[config.mk]
export PLATFORM = sky130hd
export DESIGN_NAME = circular_queue_with_demotion
export DESIGN_NICKNAME = d
export VERILOG_FILES = /design/src/rtl/core/cqd_pkg.sv /design/src/rtl/core/cqd_cell.sv /design/src/rtl/core/circular_queue_with_demotion.sv
export SDC_FILE = /design/constraint.sdc
export NUM_CORES = 1
export LEC_CHECK = 0
export BUFFER_PORTS_ARGS = -buffer_cell sky130_fd_sc_hd__clkbuf_2
export CORE_ASPECT_RATIO = 1.25
export CORE_MARGIN = 2
export CORE_UTILIZATION = 40
export DETAILED_ROUTE_END_ITERATION = 10
export HOLD_SLACK_MARGIN = 0.06
export SLEW_MARGIN = 10
export SYNTH_ARGS = -nofsm -noshare
export SYNTH_HDL_FRONTEND = slang
export SYNTH_HIERARCHICAL = 1
export SYNTH_SLANG_ARGS = --single-unit
[constraint.sdc]
create_clock -name clk -period 6.5 [get_ports clk]
set_input_delay 0.65 -clock clk [delete_from_list [all_inputs] [get_ports clk]]
set_output_delay 0.65 -clock clk [all_outputs]
set_load 0.05 [all_outputs]
[src/rtl/core/cqd_pkg.sv]
// Shared sizes, command codes and cell control type for the demotion queue.
package cqd_pkg;

    localparam int DEPTH      = 16;
    localparam int DATA_WIDTH = 32;
    localparam int IDX_W      = 4;   // addresses one cell
    localparam int CNT_W      = 5;   // holds 0..DEPTH

    // Command codes carried on the kind field.
    localparam logic [2:0] KIND_ENQUEUE  = 3'd0;
    localparam logic [2:0] KIND_DEQUEUE  = 3'd1;
    localparam logic [2:0] KIND_PEEK     = 3'd2;
    localparam logic [2:0] KIND_EMPTY    = 3'd3;
    localparam logic [2:0] KIND_DEMOTE_H = 3'd4;
    localparam logic [2:0] KIND_DEMOTE_N = 3'd5;

    // What every cell does at each clock.
    typedef enum logic [1:0] {
        CELL_HOLD   = 2'd0,
        CELL_LOAD   = 2'd1,   // cell at pos takes the new word
        CELL_ROTATE = 2'd2    // cells below pos take right neighbor, cell at pos takes head
    } cell_op_t;

    typedef struct packed {
        cell_op_t         op;
        logic [IDX_W-1:0] pos;
    } cell_cmd_t;

endpackage

[src/rtl/core/cqd_cell.sv]
// One queue cell: holds one entry in logical order, head at cell zero.
module cqd_cell (
    input  logic                           clk,
    input  logic [cqd_pkg::IDX_W-1:0]      idx,
    input  cqd_pkg::cell_cmd_t             cmd,
    input  logic [cqd_pkg::DATA_WIDTH-1:0] load_data,
    input  logic [cqd_pkg::DATA_WIDTH-1:0] right_data,
    input  logic [cqd_pkg::DATA_WIDTH-1:0] head_data,
    output logic [cqd_pkg::DATA_WIDTH-1:0] data
);

    logic [cqd_pkg::DATA_WIDTH-1:0] data_reg;
    logic [cqd_pkg::DATA_WIDTH-1:0] data_next;

    always_comb
    begin
        data_next = data_reg;
        case (cmd.op)
            cqd_pkg::CELL_LOAD:
            begin
                if (idx == cmd.pos)
                    data_next = load_data;
            end
            cqd_pkg::CELL_ROTATE:
            begin
                if (idx < cmd.pos)
                    data_next = right_data;
                else if (idx == cmd.pos)
                    data_next = head_data;
            end
            default:
            begin
                data_next = data_reg;
            end
        endcase
    end

    // entry contents need no reset: only held entries are ever read
    always_ff @(posedge clk)
    begin
        data_reg <= data_next;
    end

    assign data = data_reg;

endmodule

[src/rtl/core/circular_queue_with_demotion.sv]
// Top level of the FIFO queue with head demotion, built as a row of shifting cells.
//
// One command per request and one response per request: a request is taken whenever
// the response register is empty or being drained, so back-to-back requests run at
// one per clock. Entries sit in a row of DEPTH cells in queue order
// (head in cell zero), so enqueue writes the cell at the current count, and dequeue
// and both demotions are a single rotate of the cells below a boundary position:
// those cells take their right neighbor's word and the boundary cell takes the old
// head. The capacity register limits how many entries may be held; writes of zero
// read as one and writes above DEPTH read as DEPTH. Lowering it below the count
// keeps every entry and refuses enqueue until the count drops. Config is always
// ready and must be written only while no request is outstanding. No clearing pass
// after reset is needed.
module circular_queue_with_demotion (
    input  logic                           clk,
    input  logic                           rst_n,

    // config write channel
    input  logic                           cfg_valid,
    output logic                           cfg_ready,
    input  logic [4:0]                     cfg_data,

    // request channel
    input  logic                           in_valid,
    output logic                           in_ready,
    input  logic [2:0]                     kind,
    input  logic [cqd_pkg::DATA_WIDTH-1:0] data_in,
    input  logic [cqd_pkg::CNT_W-1:0]      move_count,

    // response channel
    output logic                           out_valid,
    input  logic                           out_ready,
    output logic                           ok,
    output logic [cqd_pkg::DATA_WIDTH-1:0] data_out,
    output logic [cqd_pkg::CNT_W-1:0]      occupancy
);

    localparam logic [cqd_pkg::CNT_W-1:0] DEPTH_C = cqd_pkg::CNT_W'(cqd_pkg::DEPTH);

    // control state
    logic [cqd_pkg::CNT_W-1:0]      count_reg, count_next;
    logic [cqd_pkg::CNT_W-1:0]      cap_reg;
    logic                           out_valid_reg;

    // response payload
    logic                           ok_reg, ok_next;
    logic [cqd_pkg::DATA_WIDTH-1:0] data_out_reg, data_out_next;
    logic [cqd_pkg::CNT_W-1:0]      occ_reg;

    logic                           in_accept;
    cqd_pkg::cell_cmd_t             cmd;
    logic [cqd_pkg::CNT_W-1:0]      count_m1;
    logic [cqd_pkg::CNT_W-1:0]      k_n;
    logic [cqd_pkg::CNT_W-1:0]      cap_clamped;

    logic [cqd_pkg::DATA_WIDTH-1:0] cell_data [cqd_pkg::DEPTH];

    assign cfg_ready = 1'b1;
    assign in_ready  = !out_valid_reg || out_ready;
    assign in_accept = in_valid && in_ready;

    assign count_m1 = count_reg - 1'b1;
    // demote by n: clamp n to count-1
    assign k_n      = (move_count > count_m1) ? count_m1 : move_count;

    always_comb
    begin
        if (cfg_data == '0)
            cap_clamped = cqd_pkg::CNT_W'(1);
        else if (cfg_data > DEPTH_C)
            cap_clamped = DEPTH_C;
        else
            cap_clamped = cfg_data;
    end

    // command decode: one cell command per request, broadcast to the row
    always_comb
    begin
        ok_next       = 1'b0;
        data_out_next = '0;
        count_next    = count_reg;
        cmd.op        = cqd_pkg::CELL_HOLD;
        cmd.pos       = '0;
        case (kind)
            cqd_pkg::KIND_ENQUEUE:
            begin
                if (count_reg < cap_reg && count_reg < DEPTH_C)
                begin
                    ok_next    = 1'b1;
                    cmd.op     = cqd_pkg::CELL_LOAD;
                    cmd.pos    = count_reg[cqd_pkg::IDX_W-1:0];
                    count_next = count_reg + 1'b1;
                end
            end
            cqd_pkg::KIND_DEQUEUE:
            begin
                if (count_reg != '0)
                begin
                    ok_next       = 1'b1;
                    data_out_next = cell_data[0];
                    // shift everything up; old head lands past the new tail
                    cmd.op        = cqd_pkg::CELL_ROTATE;
                    cmd.pos       = count_m1[cqd_pkg::IDX_W-1:0];
                    count_next    = count_m1;
                end
            end
            cqd_pkg::KIND_PEEK:
            begin
                if (count_reg != '0)
                begin
                    ok_next       = 1'b1;
                    data_out_next = cell_data[0];
                end
            end
            cqd_pkg::KIND_EMPTY:
            begin
                ok_next = (count_reg == '0);
            end
            cqd_pkg::KIND_DEMOTE_H:
            begin
                if (count_reg >= cqd_pkg::CNT_W'(2))
                begin
                    ok_next = 1'b1;
                    cmd.op  = cqd_pkg::CELL_ROTATE;
                    cmd.pos = count_reg[cqd_pkg::IDX_W:1];
                end
            end
            cqd_pkg::KIND_DEMOTE_N:
            begin
                if (count_reg != '0)
                begin
                    ok_next = 1'b1;
                    cmd.op  = cqd_pkg::CELL_ROTATE;
                    cmd.pos = k_n[cqd_pkg::IDX_W-1:0];
                end
            end
            default:
            begin
                ok_next = 1'b0;
            end
        endcase
        // nothing moves unless the request is taken
        if (!in_accept)
            cmd.op = cqd_pkg::CELL_HOLD;
    end

    // row of cells; the last cell has no right neighbor and keeps its own word
    for (genvar i = 0; i < cqd_pkg::DEPTH; i++)
    begin : g_cell
        logic [cqd_pkg::DATA_WIDTH-1:0] right_w;
        if (i == cqd_pkg::DEPTH - 1)
        begin : g_last
            assign right_w = cell_data[i];
        end
        else
        begin : g_mid
            assign right_w = cell_data[i+1];
        end

        cqd_cell u_cell (
            .clk        (clk),
            .idx        (cqd_pkg::IDX_W'(i)),
            .cmd        (cmd),
            .load_data  (data_in),
            .right_data (right_w),
            .head_data  (cell_data[0]),
            .data       (cell_data[i])
        );
    end

    always_ff @(posedge clk or negedge rst_n)
    begin
        if (!rst_n)
        begin
            count_reg     <= '0;
            cap_reg       <= DEPTH_C;
            out_valid_reg <= 1'b0;
        end
        else
        begin
            if (cfg_valid && cfg_ready)
                cap_reg <= cap_clamped;
            if (in_accept)
            begin
                count_reg     <= count_next;
                out_valid_reg <= 1'b1;
            end
            else if (out_ready)
            begin
                out_valid_reg <= 1'b0;
            end
        end
    end

    // response payload, loaded when a request is taken
    always_ff @(posedge clk)
    begin
        if (in_accept)
        begin
            ok_reg       <= ok_next;
            data_out_reg <= data_out_next;
            occ_reg      <= count_next;
        end
    end

    assign out_valid = out_valid_reg;
    assign ok        = ok_reg;
    assign data_out  = data_out_reg;
    assign occupancy = occ_reg;

    // count never passes the built depth
    a_count_bound: assert property (@(posedge clk) disable iff (!rst_n)
        count_reg <= DEPTH_C)
        else $error("entry count above depth");

    // the response reports the count the request left behind
    a_occ_match: assert property (@(posedge clk) disable iff (!rst_n)
        in_accept |=> occ_reg == count_reg)
        else $error("occupancy does not match count");

    // a taken enqueue that succeeds grows the count by one
    a_enq_grow: assert property (@(posedge clk) disable iff (!rst_n)
        in_accept && kind == cqd_pkg::KIND_ENQUEUE && ok_next
        |=> count_reg == $past(count_reg) + 1'b1)
        else $error("enqueue did not grow count");

    // dequeue on an empty queue is refused with zero data
    a_deq_empty: assert property (@(posedge clk) disable iff (!rst_n)
        in_accept && kind == cqd_pkg::KIND_DEQUEUE && count_reg == '0
        |=> out_valid && !ok_reg && data_out_reg == '0)
        else $error("dequeue from empty not refused");

endmodule

==> flow_summary.yaml, run 1 <==
placed_design:
  io_buffers: 89
  gp_congestion: 0.828
  hpwl_mm: 56.1
synthesis:
  synth_edf_count: 550
  synthTopCellsByArea: "edfxtp_1 51%, a31oi_1 9.8%, nand3_1 8.0%"
  syn-cell-area_um2: 32500
  ys_seq_area_share_pct: 51.6
  ys_seq_elements: 561
  synth_top_area_share_pct: 50.8
  avgSynthCellArea_um2: 9.58
  yosys.area.top_type: "edfxtp_1"
  synth_ff_type: "edfxtp_1"
  ys_warn_count: 6
  syn_inst: 3395
  synth.distinct_cells: 56
  ys_async_sr_fraction_pct: 1.96
drt:
  dr.pass1.iters: 5
  vias_per_cell: 5.59
  wl_per_cell_um: 16.6
  route.detailed.drc: 0
  ant_nets: 0
  vias: 24941
  drt-initial-drc-count: 1377
  finalWirelength_mm: 74.1
min_path:
  holdCritPathClass: "in2reg"
  holdCritStartpoint: "in_valid"
floorplanning:
  die_w_um: 259
  io-pin-count: 91
  coreArea_um2: 80300
  start_util_pct: 40.5
  die_y_um: 323
  die_area_um2: 83600
  rows: 116
sta:
  setup_viol: 0
  relSlewSlack_pct: 2.94
  clock_skew_ns: 0.0435
  min_period_ns: 4.91
  timing.fmax_ghz: 0.204
  tns_ns: 0
  tightest_slew_ns: 1.46
  slew_viol_final: 0
  rsz0062_at_grt: "false"
  final-hold-violation-count: 0
  finalCritPeriodShare_pct: 75.6
clock_tree:
  cts_tree: "yes"
  cts_num_sinks: 561
  clock_path_buffers: 3
  path_clk_slew_ns: 0.06
  clk_latency_ns: 0.66
  cts_htree_levels: 2
  cts_root_buffer: "clkbuf_16"
  cts_buffers: 60
final_layout:
  antenna_cells: 0
  final_util_pct: 44.3
  nFillCells: 7649
  fin_nets: 3482
  syn_to_final_growth_pct: 9.30
  drive_above_1_share_pct: 10.4
  largest_register_ff_count: 512
worst_setup_path:
  crit_fanout: 33
  setup.worst_path.start: "count_reg[0]"
  rr_startpoint: "count_reg[0]"
  end_kind: "flip-flop"
  cp.arrival_ns: 5.19
  critPathKind: "reg2reg"
  critical_path_required_ns: 6.77
  cp-start-kind: "flip-flop"
power:
  p_leak_uw: 0.0116
  ir_drop_uv: 238
  powerDensity_nw_per_um2: 300
flow_run:
  max-cap-violations: 0
global_route:
  grt_max_degree: 66
  first_global_vias: 23626
  track_usage_pct: 17.6
  grt_first_pass_wirelength_mm: 123
  antenna_found_initial: 0
  grt_overflow_total: 0
run_status:
  status: "completed"
[worst max-delay path, cell delays in order, from the launching register on]
cell	delay [ns]
dfrtp_1	0.46
inv_1	0.23
ha_1	0.30
nand2_1	0.09
xor2_1	0.16
ha_1	0.33
and3_1	0.18
o21ai_0	0.10
a32oi_1	0.45
mux2i_1	0.17
o21ai_1	0.15
buf_4	0.26
inv_1	0.08
ha_1	0.40
a21o_2	0.52
o21ai_0	0.27
o2bb2ai_4	0.39
[stage by stage]
stage	cells	setup WS, ns	instance area (um^2)	hold slack, ns	total power (uW)
final	4464	1.59	35500	0.268	10700
after global placement	4352	1.68	33600	0.505	7320
after global routing	4464	1.16	35500	0.266	11300
after CTS	4463	1.58	35500	0.231	10700
after detailed placement	4352	1.56	33600	0.492	7380
after floorplan	3458	0.901	32800	0.354	6920
[final timing paths]
check	slack, ns	cells after the start	to
max reg2reg	1.59	16	g_cell[15].u_cell/data[23]
min reg2reg	0.50	1	cap_reg[0]
min in group asynchronous	0.44	2	count_reg[3]
max	1.59	16	g_cell[15].u_cell/data[23]
min	0.27	2	out_valid
max in group asynchronous	5.79	2	cap_reg[4]
[layer usage]
metal  vias up  wire (um)  track usage [%]  part of all wire (%)
met2       536      37500             32.2                    51
met4         0       1460             4.69                   2.0
li1      12693          -                -                     -
met5         -          0                0                     0
met3       115       3530             2.72                   4.8
met1     11597      31700             21.4                    43
[area by class of cell]
class | count | area [um^2] | share of cell area (%)
Timing Repair Buffer | 151 | 926 | 2.61
Clock buffer | 72 | 1570 | 4.41
Multi-Input combinational cell | 2500 | 14300 | 40.2
Sequential cell | 561 | 16800 | 47.2
Tap cell | 1062 | 1330 | 3.74
Inverter | 80 | 300 | 0.845
Clock inverter | 38 | 338 | 0.951
[cells by family after synthesis]
logic type / Yosys count / synth area share, %
flops: 561 / 51.6
xor+xnor: 4 / 0.108
compound gates: 1167 / 21.8
fa+ha+maj: 78 / 3.00
buf+inv: 397 / 6.24
simple gates: 1178 / 16.9
other cells: 2 / 0.0231
mux: 8 / 0.258
[cells in the mapped netlist, types with 10 or more instances]
cell type,count
a21o_2,16
a21oi_2,16
a31oi_1,512
and2_1,32
buf_1,17
buf_2,177
buf_4,81
clkbuf_1,40
dfrtp_1,10
edfxtp_1,550
ha_1,78
inv_1,80
nand2_1,17
nand2b_1,18
nand3_1,517
nand4_1,19
nor2_1,523
nor2b_1,19
nor2b_4,16
o211a_4,16
o211ai_2,16
o21ai_0,427
o21ai_1,114
o2bb2ai_1,16
[where the power goes]
group | internal [uW] | switching, uW | total [uW]
clock network | 1870 | 1450 | 3330
registers | 4220 | 97.9 | 4310
logic | 968 | 2070 | 3040
[layout by cell type (no fill, tap or decap), types with 17 or more instances in the layout]
master,synthesis,routed
nand3_1,517,517
buf_4,81,60
edfxtp_1,550,550
a31oi_1,512,512
o21ai_1,114,115
nand4_1,19,19
o21ai_0,427,426
inv_1,80,79
clkbuf_2,0,89
nand2b_1,18,18
clkinv_1,0,21
ha_1,78,78
nor2_1,523,522
clkbuf_16,0,61
nor2b_4,16,32
and2_1,32,32
conb_1,2,65
nand2_1,17,17
[repair_timing]
item,4_1_cts,5_1_grt
endpoints found under the hold margin,10,0
hold buffers,1,0
resized for setup,0,0
setup endpoints to repair,0,0
setup buffers,0,0
No activity file was read; power rests on OpenSTA's default activity.
==> inputs of run 2 (changes only) <==
clock period = 4.88 ns   (was 6.5 ns; I/O delays follow)
==> flow_summary.yaml, run 2 (synthesis results as in run 1) <==
global_route:
  grt_first_pass_wirelength_mm: 123
  grt_max_degree: 66
  antenna_found_initial: 0
  grt_overflow_total: 0
  first_global_vias: 24026
  track_usage_pct: 17.5
floorplanning:
  start_util_pct: 40.5
  rows: 116
  coreArea_um2: 80300
  io-pin-count: 91
  die_area_um2: 83600
  die_y_um: 323
  die_w_um: 259
power:
  ir_drop_uv: 341
  p_leak_uw: 0.0118
  powerDensity_nw_per_um2: 396
clock_tree:
  cts_num_sinks: 561
  clock_path_buffers: 3
  clk_latency_ns: 0.64
  cts_tree: "yes"
  cts_buffers: 59
  path_clk_slew_ns: 0.06
  cts_htree_levels: 2
  cts_root_buffer: "clkbuf_16"
final_layout:
  layout_common_cells: "550 x edfxtp_1, 522 x nor2_1, 517 x nand3_1"
  antenna_cells: 0
  drive_above_1_share_pct: 11.7
  largest_register_ff_count: 512
  syn_to_final_growth_pct: 10.7
  nFillCells: 7564
  final_common_cell: "edfxtp_1"
  fin_nets: 3525
drt:
  ant_nets: 0
  vias_per_cell: 5.59
  vias: 25168
  drt-initial-drc-count: 1385
  wl_per_cell_um: 17.2
  finalWirelength_mm: 77.5
  route.detailed.drc: 0
  dr.pass1.iters: 7
worst_setup_path:
  critPathKind: "reg2reg"
  critical_path_required_ns: 5.12
  end_kind: "flip-flop"
  cp-start-kind: "flip-flop"
  crit_fanout: 16
  cp.arrival_ns: 4.81
placed_design:
  gp_congestion: 0.834
  io_buffers: 89
  hpwl_mm: 54.7
min_path:
  holdCritPathClass: "in2reg"
sta:
  finalCritPeriodShare_pct: 93.6
  tns_ns: 0
  min_period_ns: 4.57
  tightest_slew_ns: 1.40
  final-hold-violation-count: 0
  rsz0062_at_grt: "false"
  slew_viol_final: 0
  timing.fmax_ghz: 0.219
  clock_skew_ns: 0.0343
  setup_viol: 0
  relSlewSlack_pct: 6.35
  holdWs_ns: 0.102
flow_run:
  max-cap-violations: 0
run_status:
  status: "completed"
run 2: cell types whose count changed in the layout (fill, tap and decap cells not counted), sizes merged:
cell and change:
buf +37, clkinv -8, o2bb2ai +7, clkbuf +5, clkinvlp -2, bufinv -1
run 2: where the power goes:
part / switching (uW) / internal (uW)
Sequential: 122 / 5610
Clock: 1870 / 2380
Combinational: 2880 / 1400
Total: 4870 / 9390
run 2: what timing repair did:
item,4_1_cts,5_1_grt
gates resized for setup,0,22
endpoints found under the setup margin,0,417
setup buffers,0,9
hold buffers,1,0
hold endpoints to repair,11,0
run 2: worst max-delay path: stages, from the launching register on:
cell	delay [ns]
dfrtp_1	0.44
inv_1	0.20
ha_1	0.29
nand2_1	0.09
xor2_1	0.15
ha_1	0.32
and3_1	0.19
a211oi_1	0.30
a32oi_2	0.17
mux2i_1	0.16
o211ai_1	0.27
buf_12	0.19
inv_1	0.05
ha_1	0.30
nor2b_4	0.14
o211a_4	0.23
o21ai_2	0.36
o2bb2ai_4	0.33
run 2: layout make-up:
cell class	instances	area [um^2]	share of cell area, %
flip-flops and latches	561	16800	46.6
multi-input cells	2507	14500	40.3
clock buffers	77	1540	4.29
well taps	1062	1330	3.69
repair buffers	188	1280	3.55
inverters	80	300	0.834
clock inverters	27	255	0.709
run 2: path summary, 6_finish.rpt:
check                              from                         end  slack, ns  cells after the start
setup / recovery           count_reg[0]  g_cell[13].u_cell/data[25]       0.31                     17
hold / removal                 in_valid                   out_valid       0.10                      2
setup reg to reg           count_reg[0]  g_cell[13].u_cell/data[25]       0.31                     17
hold reg to reg              cap_reg[0]                  cap_reg[0]       0.50                      1
max in group asynchronous         rst_n                  cap_reg[4]       4.33                      2
min in group asynchronous         rst_n                count_reg[4]       0.27                      2
run 2: metal layers:
layer	GRT usage (%)	wire, um
met1	21.8	32400
met2	31.8	39900
met3	2.41	3280
met4	4.03	1930
met5	0	0
run 2: through the flow:
stage | setup WS [ns] | cells | total power [uW] | util, % | area (um^2)
floorplan | 0.0943 | 3458 | 9230 | - | 32900
global placement | 0.237 | 4381 | 9840 | 42.3 | 33900
detailed placement | 0.143 | 4381 | 9930 | 42.3 | 33900
CTS | 0.140 | 4486 | 14200 | 44.5 | 35700
global route | 0.0155 | 4502 | 15100 | 44.9 | 36000
finish | 0.313 | 4502 | 14300 | 44.9 | 36000
